[config.mk]
export PLATFORM = sky130hd
export DESIGN_NAME = step_sequencer_with_debounce_record
export DESIGN_NICKNAME = d
export VERILOG_FILES = /design/src/rtl/ssdr_pkg.sv /design/src/rtl/ssdr_debounce.sv /design/src/rtl/step_sequencer_with_debounce_record.sv
export SDC_FILE = /design/constraint.sdc
export NUM_CORES = 2
export LEC_CHECK = 0
export BUFFER_PORTS_ARGS = -buffer_cell sky130_fd_sc_hd__buf_2
export CAP_MARGIN = 5
export CORE_UTILIZATION = 29
export CTS_CLUSTER_DIAMETER = 200
export DETAILED_ROUTE_END_ITERATION = 7
export GPL_ROUTABILITY_DRIVEN = 0
export SYNTH_ARGS = -nofsm -noshare
export SYNTH_HDL_FRONTEND = slang
export SYNTH_SLANG_ARGS = --single-unit
[constraint.sdc]
create_clock -name clk_i -period 16.29 [get_ports clk_i]
set_input_delay 0 -clock clk_i [delete_from_list [all_inputs] [get_ports clk_i]]
set_output_delay 0 -clock clk_i [all_outputs]
set_load 0.02 [all_outputs]
[src/rtl/ssdr_pkg.sv]
// ----------------------------------------------------------------------------
// ssdr_pkg
// Shared constants, codes and types of the step sequencer with debounce and
// press recording.
// ----------------------------------------------------------------------------
package ssdr_pkg;

  localparam int NUM_STEPS  = 8;
  localparam int MAX_EVENTS = 64;

  localparam int SEG_W = $clog2(NUM_STEPS);
  localparam int IDX_W = $clog2(MAX_EVENTS);
  localparam int CNT_W = $clog2(MAX_EVENTS + 1);

  // round-up reciprocal of NUM_STEPS for an exact 32-bit quotient
  localparam int DIV_SH = $clog2(NUM_STEPS);
  localparam logic [65:0] DIV_MUL =
    ((66'd1 << (32 + DIV_SH)) + 66'(NUM_STEPS) - 66'd1) / 66'(NUM_STEPS);

  typedef enum logic [1:0] {
    MODE_FREE   = 2'd0,
    MODE_RECORD = 2'd1,
    MODE_PLAY   = 2'd2
  } mode_e;

  typedef enum logic [2:0] {
    REQ_TICK   = 3'd0,
    REQ_FREE   = 3'd1,
    REQ_RECORD = 3'd2,
    REQ_PLAY   = 3'd3,
    REQ_STOP   = 3'd4
  } req_e;

  typedef enum logic [1:0] {
    REG_SEQ_LEN  = 2'd0,
    REG_LOCKED   = 2'd1,
    REG_DEBOUNCE = 2'd2
  } reg_e;

  typedef struct packed {
    logic             hit;
    logic [SEG_W-1:0] seg;
  } dbn_hit_t;

  function automatic logic [31:0] div_steps(logic [31:0] x);
    logic [65:0] prod;
    prod = {34'b0, x} * DIV_MUL;
    return prod[32 + DIV_SH +: 32];
  endfunction

endpackage

[src/rtl/ssdr_debounce.sv]
// ----------------------------------------------------------------------------
// ssdr_debounce
// Per-button debounce slots with a lowest-index pick of the confirmed press.
// ----------------------------------------------------------------------------
module ssdr_debounce import ssdr_pkg::*; (
  input  logic                 clk_i,
  input  logic                 rst_ni,
  input  logic                 upd_i,
  input  logic [NUM_STEPS-1:0] latch_i,
  input  logic [31:0]          time_i,
  input  logic [15:0]          debounce_i,
  output dbn_hit_t             hit_o
);

  logic [NUM_STEPS-1:0] down_q;
  logic [NUM_STEPS-1:0] done_q;
  logic [31:0]          stamp_q [NUM_STEPS];

  logic [NUM_STEPS-1:0] chg;
  logic [NUM_STEPS-1:0] fire;
  logic [NUM_STEPS-1:0] upd_ok;
  logic                 lower;

  always_comb begin
    hit_o = '0;
    lower = 1'b0;
    for (int i = 0; i < NUM_STEPS; i++) begin
      chg[i]    = latch_i[i] ^ down_q[i];
      fire[i]   = !chg[i] && down_q[i] && !done_q[i] &&
                  ((time_i - stamp_q[i]) > {16'b0, debounce_i});
      upd_ok[i] = !lower;
      if (!lower && fire[i]) begin
        hit_o.hit = 1'b1;
        hit_o.seg = SEG_W'(i);
      end
      lower = lower | fire[i];
    end
  end

  always_ff @(posedge clk_i or negedge rst_ni) begin
    if (!rst_ni) begin
      down_q <= '0;
      done_q <= '0;
    end else if (upd_i) begin
      for (int i = 0; i < NUM_STEPS; i++) begin
        if (upd_ok[i]) begin
          if (chg[i]) begin
            down_q[i] <= latch_i[i];
            done_q[i] <= 1'b0;
          end else if (fire[i]) begin
            done_q[i] <= 1'b1;
          end
        end
      end
    end
  end

  always_ff @(posedge clk_i) begin
    if (upd_i) begin
      for (int i = 0; i < NUM_STEPS; i++) begin
        if (upd_ok[i] && chg[i]) begin
          stamp_q[i] <= time_i;
        end
      end
    end
  end

endmodule

[src/rtl/step_sequencer_with_debounce_record.sv]
// ----------------------------------------------------------------------------
// step_sequencer_with_debounce_record
// An accepted word passes from the input register to the result register.
// Throughput: one word per cycle unless out_ready_i stalls the output; each
// word makes a single pass, with one registered event table read.
// Reset clears mode, step, timing, debounce and table count; the event table
// itself is not cleared and needs no clearing pass.
// ----------------------------------------------------------------------------
module step_sequencer_with_debounce_record import ssdr_pkg::*; (
  input  logic              clk_i,
  input  logic              rst_ni,
  input  logic              psel,
  input  logic              penable,
  input  logic              pwrite,
  input  logic [3:0]        paddr,
  input  logic [31:0]       pwdata,
  output logic [31:0]       prdata,
  output logic              pready,
  input  logic              in_valid_i,
  output logic              in_ready_o,
  input  logic [2:0]        req_type_i,
  input  logic [31:0]       time_ms_i,
  input  logic signed [3:0] override_segment_i,
  input  logic [7:0]        switch_byte_i,
  output logic              out_valid_o,
  input  logic              out_ready_i,
  output logic              step_fired_o,
  output logic [2:0]        fired_segment_o,
  output logic              led_write_o,
  output logic [7:0]        led_pattern_o,
  output logic              record_dropped_o,
  output logic [1:0]        current_mode_o
);

  // configuration
  logic [31:0] seq_len_q;
  logic [31:0] step_div_q;
  logic        locked_q;
  logic [15:0] deb_q;
  logic        cfg_we;
  reg_e        cfg_idx;

  // input register
  logic        item_vld_q;
  logic [2:0]  req_q;
  logic [31:0] time_q;
  logic [3:0]  ovr_q;
  logic [7:0]  sw_q;

  // sequencer state
  mode_e            mode_q, mode_d;
  logic             running_q, running_d;
  logic [3:0]       step_q, step_d;
  logic [31:0]      next_time_q, next_time_d;
  logic [31:0]      step_len_q, step_len_d;
  logic [7:0]       latch_q, latch_d;
  logic [CNT_W-1:0] ev_cnt_q, ev_cnt_d;
  logic [IDX_W-1:0] play_q, play_d;
  logic [31:0]      seq_start_q, seq_start_d;
  logic [3:0]       init_seg_q, init_seg_d;

  // event table
  logic [35:0]      ev_mem [MAX_EVENTS];
  logic [35:0]      rd_q;
  logic [IDX_W-1:0] rd_addr;
  logic             mem_we;
  logic [IDX_W-1:0] wr_addr;
  logic [35:0]      wr_data;

  // result register
  logic       out_vld_q;
  logic       trig_q, trig_d;
  logic [2:0] act_q, act_d;
  logic       leds_q, leds_d;
  logic [7:0] pat_q, pat_d;
  logic       drop_q, drop_d;

  logic       advance;
  logic       dbn_upd;
  dbn_hit_t   hit;

  logic       ovr_ok;
  logic [4:0] step_inc;
  logic [3:0] step_wrap;
  logic       play_hit;
  logic [IDX_W:0] play_inc;
  logic       store;
  logic [3:0] store_seg;

  // configuration port
  assign pready  = 1'b1;
  assign cfg_we  = psel && penable && pwrite;
  assign cfg_idx = reg_e'(paddr[3:2]);

  always_ff @(posedge clk_i or negedge rst_ni) begin
    if (!rst_ni) begin
      seq_len_q  <= '0;
      step_div_q <= '0;
      locked_q   <= 1'b0;
      deb_q      <= 16'd20;
    end else if (cfg_we) begin
      unique case (cfg_idx)
        REG_SEQ_LEN: begin
          seq_len_q  <= pwdata;
          step_div_q <= div_steps(pwdata);
        end
        REG_LOCKED:   locked_q <= pwdata[0];
        REG_DEBOUNCE: deb_q    <= pwdata[15:0];
        default: ;
      endcase
    end
  end

  always_comb begin
    unique case (cfg_idx)
      REG_SEQ_LEN:  prdata = seq_len_q;
      REG_LOCKED:   prdata = {31'b0, locked_q};
      REG_DEBOUNCE: prdata = {16'b0, deb_q};
      default:      prdata = '0;
    endcase
  end

  // handshake
  assign advance    = item_vld_q && (!out_vld_q || out_ready_i);
  assign in_ready_o = !item_vld_q || advance;

  always_ff @(posedge clk_i or negedge rst_ni) begin
    if (!rst_ni) begin
      item_vld_q <= 1'b0;
    end else if (in_ready_o) begin
      item_vld_q <= in_valid_i;
    end
  end

  always_ff @(posedge clk_i) begin
    if (in_ready_o && in_valid_i) begin
      req_q  <= req_type_i;
      time_q <= time_ms_i;
      ovr_q  <= unsigned'(override_segment_i);
      sw_q   <= switch_byte_i;
    end
  end

  assign dbn_upd = advance && (req_q == REQ_TICK) && (mode_q != MODE_PLAY) && !locked_q;

  ssdr_debounce u_dbn (
    .clk_i      (clk_i),
    .rst_ni     (rst_ni),
    .upd_i      (dbn_upd),
    .latch_i    (latch_q[NUM_STEPS-1:0]),
    .time_i     (time_q),
    .debounce_i (deb_q),
    .hit_o      (hit)
  );

  always_comb begin
    mode_d      = mode_q;
    running_d   = running_q;
    step_d      = step_q;
    next_time_d = next_time_q;
    step_len_d  = step_len_q;
    latch_d     = latch_q;
    ev_cnt_d    = ev_cnt_q;
    play_d      = play_q;
    seq_start_d = seq_start_q;
    init_seg_d  = init_seg_q;
    trig_d      = 1'b0;
    act_d       = '0;
    leds_d      = 1'b0;
    drop_d      = 1'b0;
    store       = 1'b0;
    store_seg   = init_seg_q;

    ovr_ok    = !ovr_q[3] && ({1'b0, ovr_q} < 5'(NUM_STEPS));
    step_inc  = {1'b0, step_q} + 5'd1;
    step_wrap = (step_inc >= 5'(NUM_STEPS)) ? 4'd0 : step_inc[3:0];
    play_hit  = (ev_cnt_q != '0) && ({1'b0, play_q} < ev_cnt_q) &&
                ((time_q - seq_start_q) >= rd_q[35:4]);
    play_inc  = {1'b0, play_q} + 1'b1;

    case (req_q)
      REQ_TICK: begin
        if (mode_q != MODE_FREE && mode_q != MODE_RECORD || !ovr_ok) begin
          if (time_q > next_time_q) begin
            step_d      = step_wrap;
            next_time_d = time_q + step_len_q;
            leds_d      = 1'b1;
          end
        end else if (ovr_q != step_q) begin
          step_d      = ovr_q;
          next_time_d = time_q + step_len_q;
          leds_d      = 1'b1;
        end
        if (mode_q == MODE_PLAY) begin
          if (play_hit) begin
            step_d      = rd_q[3:0];
            act_d       = rd_q[2:0];
            trig_d      = 1'b1;
            leds_d      = 1'b1;
            next_time_d = time_q + step_len_q;
            if (play_inc >= (IDX_W+1)'(ev_cnt_q)) begin
              play_d      = '0;
              seq_start_d = time_q;
            end else begin
              play_d = play_inc[IDX_W-1:0];
            end
          end
        end else begin
          if (!locked_q && hit.hit) begin
            step_d      = 4'(hit.seg);
            act_d       = 3'(hit.seg);
            trig_d      = 1'b1;
            leds_d      = 1'b1;
            next_time_d = time_q + step_len_q;
          end
          latch_d = sw_q;
          if (mode_q == MODE_RECORD && trig_d) begin
            store     = 1'b1;
            store_seg = {1'b0, act_d};
          end
        end
      end
      REQ_FREE: begin
        mode_d      = MODE_FREE;
        ev_cnt_d    = '0;
        play_d      = '0;
        step_len_d  = step_div_q;
        running_d   = 1'b1;
        step_d      = 4'(NUM_STEPS);
        next_time_d = time_q;
      end
      REQ_RECORD: begin
        ev_cnt_d    = '0;
        play_d      = '0;
        mode_d      = MODE_RECORD;
        seq_start_d = time_q;
        init_seg_d  = step_q;
      end
      REQ_PLAY: begin
        mode_d      = MODE_PLAY;
        store       = 1'b1;
        store_seg   = init_seg_q;
        play_d      = '0;
        seq_start_d = time_q;
      end
      REQ_STOP: begin
        running_d = 1'b0;
        mode_d    = MODE_FREE;
      end
      default: ;
    endcase

    mem_we  = 1'b0;
    wr_addr = ev_cnt_q[IDX_W-1:0];
    wr_data = {time_q - seq_start_q, store_seg};
    if (store) begin
      if (ev_cnt_q >= CNT_W'(MAX_EVENTS)) begin
        drop_d = 1'b1;
      end else begin
        mem_we   = advance;
        ev_cnt_d = ev_cnt_q + 1'b1;
      end
    end

    if (leds_d && running_d && ({1'b0, step_d} < 5'(NUM_STEPS))) begin
      pat_d = 8'b1 << step_d[2:0];
    end else begin
      pat_d = '0;
    end
  end

  assign rd_addr = advance ? play_d : play_q;

  // table write and registered read with write bypass
  always_ff @(posedge clk_i) begin
    if (mem_we) begin
      ev_mem[wr_addr] <= wr_data;
    end
    if (mem_we && wr_addr == rd_addr) begin
      rd_q <= wr_data;
    end else begin
      rd_q <= ev_mem[rd_addr];
    end
  end

  always_ff @(posedge clk_i or negedge rst_ni) begin
    if (!rst_ni) begin
      mode_q      <= MODE_FREE;
      running_q   <= 1'b0;
      step_q      <= '0;
      next_time_q <= '0;
      step_len_q  <= '0;
      latch_q     <= '0;
      ev_cnt_q    <= '0;
      play_q      <= '0;
      seq_start_q <= '0;
      init_seg_q  <= '0;
    end else if (advance) begin
      mode_q      <= mode_d;
      running_q   <= running_d;
      step_q      <= step_d;
      next_time_q <= next_time_d;
      step_len_q  <= step_len_d;
      latch_q     <= latch_d;
      ev_cnt_q    <= ev_cnt_d;
      play_q      <= play_d;
      seq_start_q <= seq_start_d;
      init_seg_q  <= init_seg_d;
    end
  end

  always_ff @(posedge clk_i or negedge rst_ni) begin
    if (!rst_ni) begin
      out_vld_q <= 1'b0;
    end else if (advance) begin
      out_vld_q <= 1'b1;
    end else if (out_ready_i) begin
      out_vld_q <= 1'b0;
    end
  end

  always_ff @(posedge clk_i) begin
    if (advance) begin
      trig_q <= trig_d;
      act_q  <= act_d;
      leds_q <= leds_d;
      pat_q  <= pat_d;
      drop_q <= drop_d;
    end
  end

  assign out_valid_o      = out_vld_q;
  assign step_fired_o     = trig_q;
  assign fired_segment_o  = act_q;
  assign led_write_o      = leds_q;
  assign led_pattern_o    = pat_q;
  assign record_dropped_o = drop_q;
  assign current_mode_o   = mode_q;

  a_cnt_bound: assert property (@(posedge clk_i) disable iff (!rst_ni)
    ev_cnt_q <= CNT_W'(MAX_EVENTS))
    else $error("event count beyond table depth");

  a_play_idx: assert property (@(posedge clk_i) disable iff (!rst_ni)
    (mode_q == MODE_PLAY) |-> ({1'b0, play_q} < ev_cnt_q))
    else $error("playback index outside recorded events");

  a_drop_full: assert property (@(posedge clk_i) disable iff (!rst_ni)
    (advance && drop_d) |-> (ev_cnt_q == CNT_W'(MAX_EVENTS)))
    else $error("event dropped with room in table");

  a_pat_onehot: assert property (@(posedge clk_i) disable iff (!rst_ni)
    out_vld_q |-> ($onehot0(pat_q) && (leds_q || pat_q == '0)))
    else $error("LED pattern not one-hot or sent without write");

endmodule

## Word level (Yosys, flattened, before mapping)

Memories as Yosys holds them, arrays and structs flattened. A register that Yosys moved wholly into a read port is not among the register bits.
Cells that the tools add are included.

| storage, ports and cells | value |
|---|---|
| flip-flop bits (word level) | 282 |
| RAM bits | 2560 |
| input bits | 90 |
| output and inout bits | 51 |
| logic and storage cells | 344 |
| memories kept | 2 |

Memory list:

| name | depth | bits a word | read ports | clocked after Yosys merged registers in | wr ports | line | RTL |
|---|---|---|---|---|---|---|---|
| ev_mem | 64 | 36 | 1 | 1 | 1 | step_sequencer_with_debounce_record.sv:63 | `logic [35:0] ev_mem [MAX_EVENTS];` |
| u_dbn.stamp_q | 8 | 32 | 8 | 0 | 8 | ssdr_debounce.sv:17 | `logic [31:0] stamp_q [NUM_STEPS];` |

| operators by class | value |
|---|---|
| add/subtract/negate cells | 13 |
| magnitude comparators | 16 |
| eq/ne operators | 14 |
| shift operators | 1 |
| mux-type cells | 106 |
| bitwise gates (word level) | 22 |
| reduce and logical (&&, ||, !) cells | 129 |

Operators by type and width:

| operator | number |
|---|---|
| $mux 32 | 9 |
| $sub 32x32->32 | 9 |
| $gt 32x16->1 | 8 |
| $pmux 32 s2 | 2 |
| $pmux 32 s3 | 1 |
| $mux 4 | 18 |
| $mux 1 | 61 |
| $logic_and 1x1->1 | 53 |
| $reduce_and 3->1 | 15 |
| $add 32x29->32 | 1 |
| $ge 32x32->1 | 1 |
| $gt 32x32->1 | 1 |
| $logic_not 1->1 | 28 |
| $mux 6 | 4 |
| $reduce_bool 2->1 | 12 |
| $mux 7 | 3 |
| $reduce_and 2->1 | 9 |
| $pmux 6 s2 | 1 |
| $mux 3 | 3 |
| $lt 4x4->1 const B | 2 |
| $not 1->1 | 8 |
| $pmux 4 s2 | 1 |
| $shl 1x3->8 const A | 1 |
| $xor 1x1->1 | 8 |
| other kinds (26) | 42 |

## Depth between registers and ports, before layout

| depth | value |
|---|---|
| depth after elaboration | 25 |
| mapped depth | 34 |
| depth with buffers taken out | 32 |

## Hierarchy

A second synthesis with hierarchy kept.

| unflattened totals | value |
|---|---|
| cells, all modules | 7923 |
| area total of the unflattened synthesis | 129331.5 um^2 |

By module, submodules not included:

| module | times used | cells an instance | area each (um^2) | sequential area each (um^2) |
|---|---|---|---|---|
| step_sequencer_with_debounce_record | 1 | 4850 | 102410.7 | 75545.0 |
| ssdr_debounce | 1 | 3073 | 26920.8 | 8087.8 |

## Worst setup path after synthesis

Ideal clock, no wire load.

| timing | value |
|---|---|
| kind | reg-to-reg |
| from | reg time_q[0] |
| to | reg next_time_q[31] |
| setup time | 132 ps |
| data arrival time | 8411 ps |
| required time | 16158 ps |
| path slack | 7748 ps |
| cell stages (with the launch flop) | 31 |
| path buffers | 2 |
| period minus slack after synthesis | 8542 ps |
| cell sequence | edfxtp_1 inv_1 ha_1 inv_1 fa_1 a21o_1 a21oi_1 o21bai_1 a21oi_1 o21bai_1 a211oi_1 o31ai_1 o211a_1 o31a_1 a311o_1 xor2_1 ha_1 a21o_1 a21o_1 a21oi_1 nor2b_1 o21ai_0 nand2b_1 a2111oi_0 or3_1 clkbuf_1 o221ai_1 o41ai_4 buf_6 a311oi_1 or3b_1 |

| on the way | value |
|---|---|
| elaborated cells on any way between the ends | 65 |
| those cells by class | 10 x add/sub; 10 x order compare; 15 x mux; 6 x bitwise; 24 x reduce/logical |

RTL lines:

| what | line | RTL |
|---|---|---|
| from (decl) | step_sequencer_with_debounce_record.sv:46 | `logic [31:0] time_q;` |
| from (signal assigned) | step_sequencer_with_debounce_record.sv:138 | `time_q <= time_ms_i;` |
| $sub 32x32->32 | -- |  |
| named net wr_data[30] | step_sequencer_with_debounce_record.sv:68 | `logic [35:0] wr_data;` |
| $ge 32x32->1 | step_sequencer_with_debounce_record.sv:178 | `((time_q - seq_start_q) >= rd_q[35:4]);` |
| $logic_and 1x1->1 | step_sequencer_with_debounce_record.sv:177 | `play_hit = (ev_cnt_q != '0) && ({1'b0, play_q} < ev_cnt_q) &&` |
| $mux 32 | step_sequencer_with_debounce_record.sv:195 | `if (play_hit) begin` |
| $mux 32 | step_sequencer_with_debounce_record.sv:194 | `if (mode_q == MODE_PLAY) begin` |
| $pmux 32 s2 | step_sequencer_with_debounce_record.sv:181 | `case (req_q)` |
| to (signal assigned) | step_sequencer_with_debounce_record.sv:302 | `next_time_q <= next_time_d;` |
| to (decl) | step_sequencer_with_debounce_record.sv:54 | `logic [31:0] next_time_q, next_time_d;` |

The timed path passes the listed nets, and every way through them passes these cells.
A chain may end at the register's enable or synchronous reset.

## Worst setup path in the final report

| timing | value |
|---|---|
| from | reg time_q[0] |
| to | mem ev_mem[10][29] (enable) |

| on the way | value |
|---|---|
| cells in the longest elaborated chain, start to end | 23 |
| elaborated cells on any way between the ends | 63 |
| those cells by class | 8 x add/sub; 8 x order compare; 17 x mux; 6 x bitwise; 24 x reduce/logical |

Ends and longest elaborated chain:

| what | line | RTL |
|---|---|---|
| $sub 32x32->32 | ssdr_debounce.sv:30 | `((time_i - stamp_q[i]) > {16'b0, debounce_i});` |
| $gt 32x16->1 | ssdr_debounce.sv:30 |  |
| $logic_and 1x1->1 | ssdr_debounce.sv:29 | `fire[i] = !chg[i] && down_q[i] && !done_q[i] &&` |
| $logic_not 1->1 or $or 1x1->1 (tied branches) | ssdr_debounce.sv:32, ssdr_debounce.sv:36 |  |
| $logic_and 1x1->1 (tied with other cells) | ssdr_debounce.sv:32 | `if (!lower && fire[i]) begin` |
| $mux 4 (tied with other cells) (5 in series) | ssdr_debounce.sv:32 |  |
| $mux 4 or $logic_and 1x1->1 (tied branches) | ssdr_debounce.sv:32 |  |
| $mux 4 (*) | ssdr_debounce.sv:32 |  |
| [3 not listed] | -- |  |
| $mux 1 (*) | step_sequencer_with_debounce_record.sv:181 |  |
| $logic_and 1x1->1 (*) | step_sequencer_with_debounce_record.sv:217 | `if (mode_q == MODE_RECORD && trig_d) begin` |
| $mux 1 (*) | step_sequencer_with_debounce_record.sv:217 |  |
| $mux 1 (*) | step_sequencer_with_debounce_record.sv:194 |  |
| $pmux 1 s2 (*) | step_sequencer_with_debounce_record.sv:181 |  |
| $mux 1 (*) | step_sequencer_with_debounce_record.sv:256 | `if (store) begin` |
| $mux 1 (*) | step_sequencer_with_debounce_record.sv:276 | `if (mem_we) begin` |
| $mux 1 (not written as such) (*) | step_sequencer_with_debounce_record.sv:277 | `ev_mem[wr_addr] <= wr_data;` |
| to (decl) | step_sequencer_with_debounce_record.sv:63 |  |

Mark *: on every way between the ends. The rest lies on a longest branch, timed or not. The select of a mux whose other input is x is not followed.

==> out/results.tsv <==
metric	value	unit
wl	368	mm
syn_nets	8440	
finalSetupViolCount	0	
power_density	135	nW/um^2
ys.flop_type	edfxtp_1	
rows	244	
fmax	99.1	MHz
crit_buf_inv	6	
synth-async-reset-ratio	0.0681	
synth_top_area_share	0.612	
nets	8995	
grt-ovfl-total	0	
core-area	441000	sq um
antenna_found_initial	27	
leakage	50.3	nW
yosysUniqueCellTypes	98	
drt-wirelength-per-cell	25.3	um
first_iter_violations	8415	
report.final.hold_viol_count	0	
cp_data_required_time	16.79	ns
ff2ff_path_depth	30	
violations	DRC	
io_pins	141	
die_area	446000	sq um
hpwl	218	mm
drv_slew	0	
yosysSeqAreaShare	0.650	
fin_cells	14500	
grt_max_degree	134	
clk_pin_slew	0.06	ns
pre_cts_ws	6.42	ns
clock_skew	0.0944	ns
yosysWarningCount	0	
holdWs	0.0293	ns
p_clk_frac	0.324	
use_met1	0.212	
rsz0062_at_grt	false	
status	complete, but fails checks	
postRouteAntennaNets	0	
placed_cell_area	138000	sq um
slew_headroom	0.138	
cts-root-buf	clkbuf_16	
dr.pass1.iters	8	
power_frac_seq	0.485	
setup_slack	6.19	ns
power.internal	14.3	mW
multi_input_area	42800	sq um
portBuffers	137	
path_depth	30	
drive_gt1_frac	0.209	
irDropWorstVdd	215	uV
grtUsageMet3	0.0275	
dpl.cell_count	13800	
combPwrFrac	0.191	
crit_path_end_kind	flop	
grt_pass1_vias	75500	
fin_crit	10.10	ns
synth-edff-count	2621	
cts.path.max_buffers	4	
synth_cells	7814	
p_sw_frac	0.290	
yosys-top-cells-area	edfxtp_1 61%, mux4_2 13%, ha_1 5.1%	
crit_fanout	32	
crit_path_max_incr_delay	1.25	ns
p_switching	5.87	mW
cts_tree	yes	
die_w	668	um
start_util	0.291	
ff_latch_area	83700	sq um
criticalPathCategory	flop to flop	
maxCapViolations	0	
synth_area	129000	sq um
nFillCells	41800	
setup_tns	0	ns
syn_to_final_growth	16.1	%
design_area	149000	sq um
cp.arrival	10.59	ns
clkLatencyLatePin	0.96	ns
ys_ff_latch	2819	
worst_pin_slew	1.29	ns
drc	80	
track_usage	0.161	
crit_family	compound AO/OA/AOI/OAI gates	
hold_path_class	input port to flop	
worst_path_max_delay_cell	nor3_2	
synth_largest_area_cell	edfxtp_1	
hold_depth	3	
die_y	668	um
cts.sinks	2819	
vias	75800	
crit_path_frequent_cell	buf_4	
grtUsageMet2	0.269	
min_period_over_period	0.620	
numCtsBuffers	296	
grt_pass1_wl	526	mm
grt.busiest_layer	met2	
vias_per_cell	5.22	
avgSynthCellArea	16.5	sq um
htreeDepth	5	
cp-start-kind	flop	
## layer usage
metal / up-vias / wire, um
li1: 32400 / -
met1: 39300 / 149000
met2: 3410 / 176000
met3: 627 / 29800
met4: 0 / 13400
met5: - / 0
## registers in the layout (all words and copies together), names as in the netlist, 6 cells and up, named ones only
name	cells
latch_q	8
deb_q	16
ev_mem	2304
step_len_q	29
led_pattern_o	8
play_q	6
next_time_q	32
sw_q	8
u_dbn.stamp_q	256
ev_cnt_q	7
u_dbn.down_q	8
seq_start_q	32
time_q	32
seq_len_q	32
u_dbn.done_q	8
## worst register-to-register path, delay by kind of cell (launching register included)
kind	cells	cell delay (ns)
adder cells (fa/ha/maj)	3	0.98
buffers and inverters	6	1.63
flip-flops	1	0.39
AND/OR/NAND/NOR	9	2.70
AO/OA/AOI/OAI	11	3.79
XOR/XNOR	1	0.18
## per-stage QoR
stage	power [mW]	utilization
5_1_grt	20.9	0.338
3_5_place_dp	13.7	0.313
6_report	20.2	0.338
2_1_floorplan	12.2	-
4_1_cts	20.3	0.338
3_3_place_gp	13.5	0.313
## synthesized netlist by cell type (113+ instances only)
library cell and n:
nand3_1 113, dfrtp_1 190, nand2_1 325, nor3_1 143, a21oi_1 371, ha_1 526, inv_1 453, xnor2_1 135
nor2_1 272, o21ai_0 260, a21o_1 147, mux4_2 746, edfxtp_1 2621, clkbuf_1 215
## power by group through the flow
stage | Combinational, mW | Sequential (mW) | Clock [mW]
after floorplan | 2.14 | 10.0 | 0
after global routing | 4.17 | 9.82 | 6.92
after detailed placement | 3.74 | 9.96 | 0
after global placement | 3.55 | 9.94 | 0
after CTS | 3.79 | 9.80 | 6.65
final | 3.86 | 9.80 | 6.55
## area by class of cell
class	instances	area share
sequential	2819	0.561
multi-input combinational	4254	0.287
clock buffer	383	0.0532
tap	5904	0.0495
timing repair buffer	545	0.0293
inverter	453	0.0114
clock inverter	153	0.00892
antenna	6	0.000101
## cells by family after synthesis
logic type	count (synthesis)	share of synthesized area
other cells	1	0.0000292
fa+ha+maj	536	0.0527
buf+inv	741	0.0218
xor+xnor	209	0.0142
compound gates	1307	0.0667
flops	2819	0.650
mux	894	0.143
simple gates	1307	0.0507
## what timing repair did
action                                 4_1_cts  5_1_grt
endpoints found under the hold margin      256        0
hold buffers                               177        0
resized for setup                            0        0
setup buffers                                0        0
## layout by cell type, fill, tap and decap left out, types with 27 or more instances in the layout
master	Yosys	final
and3_1	56	54
a21o_1	147	146
o21ai_0	260	260
clkinv_2	0	42
nor4_1	27	27
mux2i_1	47	47
xor2_1	74	67
dlygate4sd3_1	0	176
o211ai_1	52	52
o21a_1	63	63
nor3_2	0	58
o21bai_1	33	33
clkbuf_1	215	74
nand2_1	325	323
buf_2	10	136
nand4_1	65	65
nor2_1	272	261
and2_1	49	45
dfrtp_1	190	190
nand2b_1	72	72
clkinv_1	0	58
clkbuf_16	0	302
or3_1	32	32
buf_4	2	218
o22ai_1	29	29
ha_1	526	526
mux4_2	746	746
a31oi_1	47	47
mux2_2	101	101
nand3_1	113	113
a211oi_1	42	42
xnor2_1	135	115
a21oi_1	371	370
nor3_1	143	85
inv_1	453	453
nor2b_1	60	59
edfxtp_1	2621	2621
## worst paths after layout
| check | slack (ns) | endpoint | start |
|---|---|---|---|
| setup / recovery | 6.19 | ev_mem[10][29]$_DFFE_PP_ | time_q[0]$_DFFE_PP_ |
| hold / removal | 0.03 | seq_len_q[15]$_DFFE_PN0P_ | pwdata[15] |
| setup reg to reg | 6.19 | ev_mem[10][29]$_DFFE_PP_ | time_q[0]$_DFFE_PP_ |
| hold reg to reg | 0.49 | latch_q[7]$_DFFE_PN0P_ | sw_q[7]$_DFFE_PP_ |
| max in group asynchronous | 14.56 | seq_len_q[28]$_DFFE_PN0P_ | rst_ni |
| min in group asynchronous | 0.29 | seq_len_q[2]$_DFFE_PN0P_ | rst_ni |
Power figures use the tool's default switching activity.
